$ cat src/sv/dwhs_pkg.sv
package dwhs_pkg;

    // Wrapper format codes held in the configuration register.
    localparam logic [1:0] FMT_ZLIB    = 2'd0;
    localparam logic [1:0] FMT_GZIP    = 2'd1;
    localparam logic [1:0] FMT_RAW     = 2'd2;
    localparam logic [1:0] FMT_UNSUPP  = 2'd3;

    // Parser phases.
    localparam logic [1:0] PH_FIXED    = 2'd0;
    localparam logic [1:0] PH_FNAME    = 2'd1;
    localparam logic [1:0] PH_DONE     = 2'd2;
    localparam logic [1:0] PH_ERROR    = 2'd3;

    // Byte classes on the result side.
    localparam logic [1:0] CLS_HEADER  = 2'd0;
    localparam logic [1:0] CLS_PAYLOAD = 2'd1;
    localparam logic [1:0] CLS_ERROR   = 2'd2;

    // Header lengths and gzip fixed-header fields.
    localparam logic [3:0] ZLIB_LEN    = 4'd2;
    localparam logic [3:0] GZIP_LEN    = 4'd10;
    localparam logic [3:0] POS_ID1     = 4'd0;
    localparam logic [3:0] POS_ID2     = 4'd1;
    localparam logic [3:0] POS_CM      = 4'd2;
    localparam logic [3:0] POS_FLG     = 4'd3;
    localparam logic [7:0] GZ_ID1      = 8'h1F;
    localparam logic [7:0] GZ_ID2      = 8'h8B;
    localparam logic [7:0] GZ_CM       = 8'h08;
    localparam logic [7:0] GZ_FHCRC    = 8'h02;
    localparam logic [7:0] GZ_FEXTRA   = 8'h04;
    localparam logic [7:0] GZ_FNAME    = 8'h08;
    localparam logic [7:0] GZ_FCOMMENT = 8'h10;
    localparam logic [7:0] GZ_RESERVED = 8'hE0;
    localparam logic [7:0] GZ_REJECT   = GZ_FHCRC | GZ_FEXTRA | GZ_FCOMMENT | GZ_RESERVED;

    // Result queue geometry.
    localparam int Q_DEPTH = 4;
    localparam int Q_PTR_W = $clog2(Q_DEPTH);
    localparam int Q_CNT_W = $clog2(Q_DEPTH + 1);

    // One classified word travelling from the front end to the result queue.
    typedef struct packed {
        logic [7:0] byte_out;
        logic [1:0] byte_class;
        logic       header_complete;
    } t_result;

endpackage

$ cat src/sv/dwhs_front.sv
module dwhs_front import dwhs_pkg::*; (
    input  logic       i_clk,
    input  logic       i_rst_n,
    input  logic       i_cfg_we,
    input  logic [1:0] i_cfg_wdata,
    input  logic       i_accept,
    input  logic [7:0] i_data_byte,
    input  logic       i_restart,
    output t_result    o_result
);

    logic [1:0] r_format;
    logic [1:0] r_phase,   n_phase;
    logic [3:0] r_count,   n_count;
    logic       r_magic,   n_magic;
    logic [7:0] r_flag,    n_flag;

    logic [1:0] c_phase;
    logic [3:0] c_count;
    logic       c_magic;
    logic [7:0] c_flag;
    logic [3:0] inc_count;
    logic [1:0] cls;
    logic       done;

    // A restart clears the stream state before the word is classified.
    always_comb begin
        c_phase = i_restart ? PH_FIXED : r_phase;
        c_count = i_restart ? 4'd0     : r_count;
        c_magic = i_restart ? 1'b0     : r_magic;
        c_flag  = i_restart ? 8'd0     : r_flag;
    end

    assign inc_count = c_count + 4'd1;

    // Classification and next-state logic for one word.
    always_comb begin
        n_phase = c_phase;
        n_count = c_count;
        n_magic = c_magic;
        n_flag  = c_flag;
        cls     = CLS_HEADER;
        done    = 1'b0;
        unique case (c_phase)
            PH_ERROR: begin
                cls = CLS_ERROR;
            end
            PH_DONE: begin
                cls = CLS_PAYLOAD;
            end
            PH_FNAME: begin
                if (i_data_byte == 8'd0) begin
                    n_phase = PH_DONE;
                    done    = 1'b1;
                end
            end
            default: begin
                case (r_format)
                    FMT_ZLIB: begin
                        n_count = inc_count;
                        if (inc_count >= ZLIB_LEN) begin
                            n_count = 4'd0;
                            n_phase = PH_DONE;
                            done    = 1'b1;
                        end
                    end
                    FMT_GZIP: begin
                        if ((c_count == POS_ID1 && i_data_byte != GZ_ID1) ||
                            (c_count == POS_ID2 && i_data_byte != GZ_ID2) ||
                            (c_count == POS_CM  && i_data_byte != GZ_CM)) begin
                            n_magic = 1'b1;
                        end
                        if (c_count == POS_FLG) begin
                            n_flag = i_data_byte;
                        end
                        n_count = inc_count;
                        if (inc_count >= GZIP_LEN) begin
                            n_count = 4'd0;
                            if (n_magic || (n_flag & GZ_REJECT) != 8'd0) begin
                                n_phase = PH_ERROR;
                                cls     = CLS_ERROR;
                            end else if ((n_flag & GZ_FNAME) != 8'd0) begin
                                n_phase = PH_FNAME;
                            end else begin
                                n_phase = PH_DONE;
                                done    = 1'b1;
                            end
                        end
                    end
                    FMT_RAW: begin
                        n_phase = PH_DONE;
                        cls     = CLS_PAYLOAD;
                    end
                    default: begin
                        n_phase = PH_ERROR;
                        cls     = CLS_ERROR;
                    end
                endcase
            end
        endcase
    end

    // Result word handed to the queue.
    always_comb begin
        o_result.byte_out        = i_data_byte;
        o_result.byte_class      = cls;
        o_result.header_complete = done;
    end

    // Format register; writes never touch the stream state.
    always_ff @(posedge i_clk) begin
        if (!i_rst_n) begin
            r_format <= FMT_ZLIB;
        end else if (i_cfg_we) begin
            r_format <= i_cfg_wdata;
        end
    end

    // Stream state advances on every accepted word.
    always_ff @(posedge i_clk) begin
        if (!i_rst_n) begin
            r_phase <= PH_FIXED;
            r_count <= 4'd0;
            r_magic <= 1'b0;
            r_flag  <= 8'd0;
        end else if (i_accept) begin
            r_phase <= n_phase;
            r_count <= n_count;
            r_magic <= n_magic;
            r_flag  <= n_flag;
        end
    end

endmodule

$ cat src/sv/dwhs_fifo.sv
module dwhs_fifo import dwhs_pkg::*; (
    input  logic    i_clk,
    input  logic    i_rst_n,
    input  logic    i_wr_en,
    input  t_result i_wr_data,
    input  logic    i_rd_en,
    output t_result o_rd_data,
    output logic    o_full,
    output logic    o_empty
);

    t_result              r_mem [Q_DEPTH];
    logic [Q_PTR_W-1:0]   r_wr_ptr;
    logic [Q_PTR_W-1:0]   r_rd_ptr;
    logic [Q_CNT_W-1:0]   r_count;
    logic [Q_CNT_W-1:0]   n_count;

    assign o_full    = (r_count == Q_CNT_W'(Q_DEPTH));
    assign o_empty   = (r_count == '0);
    assign o_rd_data = r_mem[r_rd_ptr];

    // Occupancy follows the two handshakes.
    always_comb begin
        n_count = r_count;
        if (i_wr_en && !i_rd_en) begin
            n_count = r_count + Q_CNT_W'(1);
        end else if (!i_wr_en && i_rd_en) begin
            n_count = r_count - Q_CNT_W'(1);
        end
    end

    // Storage needs no reset.
    always_ff @(posedge i_clk) begin
        if (i_wr_en) begin
            r_mem[r_wr_ptr] <= i_wr_data;
        end
    end

    // Pointers and count.
    always_ff @(posedge i_clk) begin
        if (!i_rst_n) begin
            r_wr_ptr <= '0;
            r_rd_ptr <= '0;
            r_count  <= '0;
        end else begin
            if (i_wr_en) begin
                r_wr_ptr <= r_wr_ptr + Q_PTR_W'(1);
            end
            if (i_rd_en) begin
                r_rd_ptr <= r_rd_ptr + Q_PTR_W'(1);
            end
            r_count <= n_count;
        end
    end

endmodule

$ cat src/sv/deflate_wrapper_header_skipper_core.sv
// A pushed word is registered in the result queue memory and read combinationally at its head.
// Throughput: one word per cycle while the queue is not full; the front end classifies each word
// in the cycle it is taken, and a four-entry result queue absorbs stalls on the pop side.
// Reset: synchronous, active low; the format returns to zlib, the parser to the
// start of the fixed header, and the result queue empties.
module deflate_wrapper_header_skipper_core import dwhs_pkg::*; (
    input  logic       i_clk,
    input  logic       i_rst_n,
    input  logic       i_cfg_we,
    input  logic [1:0] i_cfg_wdata,
    input  logic       i_push,
    output logic       o_full,
    input  logic [7:0] i_data_byte,
    input  logic       i_restart,
    input  logic       i_pop,
    output logic       o_empty,
    output logic [7:0] o_byte_out,
    output logic [1:0] o_byte_class,
    output logic       o_header_complete
);

    logic    push_ok;
    logic    pop_ok;
    t_result front_result;
    t_result queue_result;

    assign push_ok = i_push && !o_full;
    assign pop_ok  = i_pop && !o_empty;

    // Front end: format register, parser state and classification.
    dwhs_front u_front (
        .i_clk       (i_clk),
        .i_rst_n     (i_rst_n),
        .i_cfg_we    (i_cfg_we),
        .i_cfg_wdata (i_cfg_wdata),
        .i_accept    (push_ok),
        .i_data_byte (i_data_byte),
        .i_restart   (i_restart),
        .o_result    (front_result)
    );

    // Back end: result queue toward the consumer.
    dwhs_fifo u_fifo (
        .i_clk     (i_clk),
        .i_rst_n   (i_rst_n),
        .i_wr_en   (push_ok),
        .i_wr_data (front_result),
        .i_rd_en   (pop_ok),
        .o_rd_data (queue_result),
        .o_full    (o_full),
        .o_empty   (o_empty)
    );

    assign o_byte_out        = queue_result.byte_out;
    assign o_byte_class      = queue_result.byte_class;
    assign o_header_complete = queue_result.header_complete;

    // After an accepted word the result queue is not empty at the next edge.
    a_push_visible: assert property (@(posedge i_clk) disable iff (!i_rst_n)
        push_ok |=> !o_empty)
        else $error("accepted word did not reach the result queue");

    // The queue is never full and empty at once.
    a_full_empty: assert property (@(posedge i_clk) disable iff (!i_rst_n)
        !(o_full && o_empty))
        else $error("queue reports full and empty together");

    // Header completion only marks a stripped header word.
    a_done_is_header: assert property (@(posedge i_clk) disable iff (!i_rst_n)
        (!o_empty && o_header_complete) |-> (o_byte_class == CLS_HEADER))
        else $error("header completion on a non-header word");

    // No class code beyond the error class is ever produced.
    a_class_range: assert property (@(posedge i_clk) disable iff (!i_rst_n)
        !o_empty |-> (o_byte_class == CLS_HEADER || o_byte_class == CLS_PAYLOAD ||
                      o_byte_class == CLS_ERROR))
        else $error("undefined byte class");

endmodule

$ cat config.mk
export PLATFORM = sky130hd
export DESIGN_NAME = deflate_wrapper_header_skipper_core
export DESIGN_NICKNAME = d
export VERILOG_FILES = /design/src/sv/dwhs_pkg.sv /design/src/sv/dwhs_front.sv /design/src/sv/dwhs_fifo.sv /design/src/sv/deflate_wrapper_header_skipper_core.sv
export SDC_FILE = /design/constraint.sdc
export NUM_CORES = 1
export LEC_CHECK = 0
export BUFFER_PORTS_ARGS = -buffer_cell sky130_fd_sc_hd__clkbuf_2
export CAP_MARGIN = 25
export CORE_ASPECT_RATIO = 1.25
export CORE_MARGIN = 1
export CORE_UTILIZATION = 55
export CTS_CLUSTER_SIZE = 24
export DETAILED_ROUTE_END_ITERATION = 12
export GPL_ROUTABILITY_DRIVEN = 1
export PLACE_DENSITY = 0.73
export SLEW_MARGIN = 20
export SYNTH_ARGS = -nofsm -noshare
export SYNTH_HDL_FRONTEND = slang
export SYNTH_HIERARCHICAL = 1
export SYNTH_SLANG_ARGS = --single-unit
$ cat constraint.sdc
create_clock -name i_clk -period 2.2 [get_ports i_clk]
set_input_delay 0 -clock i_clk [delete_from_list [all_inputs] [get_ports i_clk]]
set_output_delay 0 -clock i_clk [all_outputs]
set_load 0.05 [all_outputs]
==> flow_metrics.tcl <==
set metrics [dict create \
    dieWidth_um 70.41 \
    power.switching_w 0.001372 \
    synth-edff-count 44 \
    reg2reg_depth 8 \
    power.share.switching_pct 35.24 \
    grt_max_degree 28 \
    relSlewSlack_pct 65.77 \
    dieArea_um2 6161 \
    vias_per_cell 5.769 \
    area_growth_syn_to_layout_pct 15.13 \
    leakage_nw 1.341 \
    initial_core_util_pct 58.30 \
    first_iter_violations 107 \
    syn_inst 243 \
    regArea_um2 1826 \
    setup_tns_ps 0 \
    synth_compound_area_share_pct 9.413 \
    grt_pass1_vias 1997 \
    drt_wl_total_um 5767 \
    reg2reg_setup_slack_ps 260 \
    fmax_ghz 0.5126 \
    die_y_um 87.51 \
    combPwrFrac_pct 31.8 \
    fin_util_pct 67.12 \
    whs_path_depth 4 \
    portBuffers 28 \
    gr-total-overflow 0 \
    r2r-start "u_fifo/r_count[1]" \
    ir_drop_v 0.0004729 \
    fin_crit_sh_pct 88.68 \
    drv_cap 0 \
    required_ps 2250 \
    synth_nets 265 \
    ys_dominant_reg_cell "edfxtp_1" \
    status "finished, final reports clean" \
    pre_cts_ws_ps 260.6 \
    antenna_left 0 \
    cts_setup_buffers 0 \
    vias 2025 \
    tightest_slew_ps 509.3 \
    setup_ws_ps 249.0 \
    cts-root-buf "clkbuf_8" \
    cts_hold_buf 12 \
    postCtsResizedCells 0 \
    path_max_fanout 8 \
    postPlaceCellArea_um2 3393 \
    crit_path_end_kind "flop" \
    r2r_end "u_fifo/r_count[2]" \
    hold_violations 0 \
    pwr-share-clk_pct 25.0 \
    avgSynthCellArea_um2 13.24 \
    finish.instance_area_um2 3704 \
    ys_seq_elements 69 \
    synth-warning-count 6 \
    synthSimpleGateAreaFrac_pct 15.17 \
    grt_pass1_wl_um 9701 \
    core_um2 5518 \
    antenna_found_initial 0 \
    clk_pin_slew_ps 70 \
    clock-sinks 69 \
    synth.area.mux_share_pct 9.685 \
    num_antenna_cells 0 \
    rows 30 \
    rsz0062_at_grt "false" \
    synth_async_sr_flop_share_pct 0 \
    synth_xor_area_share_pct 1.634 \
    cts_tree "yes" \
    grt_util_all_layers_pct 21.15 \
    ios 29 \
    drc_errors 0 \
    path_class "input pin to flop" \
    wl_per_cell_um 16.43 \
    cp.arrival_ps 2000 \
    multi_input_area_um2 1265 \
    synth_seq_area_share_pct 56.63 \
    final_common_cell "edfxtp_1" \
    layout_common_cells "44 x edfxtp_1, 28 x clkbuf_2, 24 x dfxtp_1" \
    hold_start "i_pop" \
    clockBufferDepth 2 \
    start_kind "input pin" \
    synthDistinctLibCells 53 \
    finalMaxSlewViolations 0 \
    dr.pass1.iters 4 \
    dp_hpwl_um 3830 \
    clock_latency_ps 340 \
    synth_area_um2 3217 \
    setup_violations 0 \
    fin_crit_ps 1951 \
    drive_gt1_share_pct 27.53 \
    numCtsBuffers 9 \
    fin_nets 304 \
    fillers 391 \
    min_to "u_fifo/r_rd_ptr[0]" \
    power.density_nw_per_um2 1051 \
    seqPwrFrac_pct 43.2 \
    synth_fa_ha_area_share_pct 2.567 \
    hp-class "input pin to flop" \
    place.gp.congestion 0.8583 \
    synth_top_family_by_area "simple AND/OR/NAND/NOR gates" \
    internal_power_w 0.002521 \
    htreeDepth 3 \
    fin_worst_skew_ps 10.10 \
]
[metal layers]
layer	share of wire [%]	up-vias	global-route usage, %
li1	-	989	-
met1	42	965	26.15
met2	52	65	34.37
met3	4.5	6	6.481
met4	1.3	0	9.455
met5	0	-	0
[stage by stage]
step	total power, W	hold slack (ps)	std cells
2_1_floorplan	0.002705	120.9	243
3_3_place_gp	0.002934	257.3	323
3_5_place_dp	0.002944	272.3	323
4_1_cts	0.003929	155.8	351
5_1_grt	0.004099	185.0	351
6_report	0.003893	165.1	351
[cells by family (layout without fill, tap and decap cells)]
logic type | after synthesis | count (layout)
compound gates | 39 | 39
xor+xnor | 6 | 6
fa+ha+maj | 6 | 6
buf+inv | 28 | 72
flops | 69 | 69
mux | 17 | 17
simple gates | 78 | 78
[flip-flops by register name (all words and copies together) (netlist names), named ones only]
| register | cells |
|---|---|
| u_fifo/r_count | 3 |
| u_fifo/r_wr_ptr | 2 |
| u_front/r_phase | 2 |
| u_front/r_count | 4 |
| u_fifo/r_rd_ptr | 2 |
| u_front/r_flag | 7 |
| u_fifo/r_mem | 44 |
| u_front/r_format | 2 |
| u_front/r_magic | 1 |
[critical path, cell delays in order]
cell	delay, ps
dlygate4sd3_1	530
clkbuf_2	180
or3_4	410
o21ai_0	160
a21oi_1	130
nor4b_4	370
o21ai_1	210
[synth_stat cells, types with 2 or more instances]
cell       n  share of area, %
o21ai_0    8               1.2
buf_2      3              0.47
nand2_1   10               1.2
o31ai_1    2              0.47
xnor2_1    2              0.54
nor3_1     6              0.93
nor4_2     2              0.78
a22oi_1    4              0.93
buf_4      9               2.1
a32o_1     6               1.9
edfxtp_1  44                41
nor4_1     3              0.58
buf_6      2              0.70
nor2b_4    2              0.86
dfxtp_1   25                16
a31oi_1    2              0.39
nand4b_1   2              0.54
and2_1    10               1.9
and3_2     2              0.47
a21oi_1    3              0.47
or3_4      3               1.1
nand3_1    4              0.62
ha_1       5               1.9
xor2_1     4               1.1
nor2_1    17               2.0
mux2i_1    6               1.9
nor2b_1    7               1.4
o31a_1     2              0.54
nand2b_1   3              0.58
inv_1     10               1.2
mux4_2    10               7.0
clkbuf_1   4              0.47
[how the worst max path moves through the flow]
| stage | startpoint | end | cells past startpoint |
|---|---|---|---|
| floorplan | u_fifo/r_count[0] | u_fifo/r_count[2] | 9 |
| global placement | u_fifo/r_count[2] | u_fifo/r_count[2] | 9 |
| detailed placement | u_fifo/r_count[1] | u_fifo/r_count[2] | 8 |
| CTS | flop | o_header_complete | 3 |
| global route | i_data_byte[1] | u_fifo/r_mem[3][2] | 7 |
| finish | i_data_byte[7] | u_fifo/r_mem[0][2] | 7 |
[area by class of cell]
type / instances / share of cell area (%)
Tap cell: 64 / 2.162
Clock inverter: 3 / 0.5405
Timing Repair Buffer: 46 / 8.243
Multi-Input combinational cell: 146 / 34.16
Clock buffer: 13 / 4.595
Inverter: 10 / 1.014
Sequential cell: 69 / 49.29
[power groups by stage]
| stage | Sequential, W | Clock (W) | Combinational (W) |
|---|---|---|---|
| after floorplan | 0.00164 | 0 | 0.00106 |
| after global placement | 0.00171 | 0 | 0.00122 |
| after detailed placement | 0.00171 | 0 | 0.00123 |
| after CTS | 0.00169 | 0.000992 | 0.00125 |
| after global routing | 0.00170 | 0.00105 | 0.00134 |
| final | 0.00168 | 0.000972 | 0.00124 |
Power figures use the tool's default switching activity.
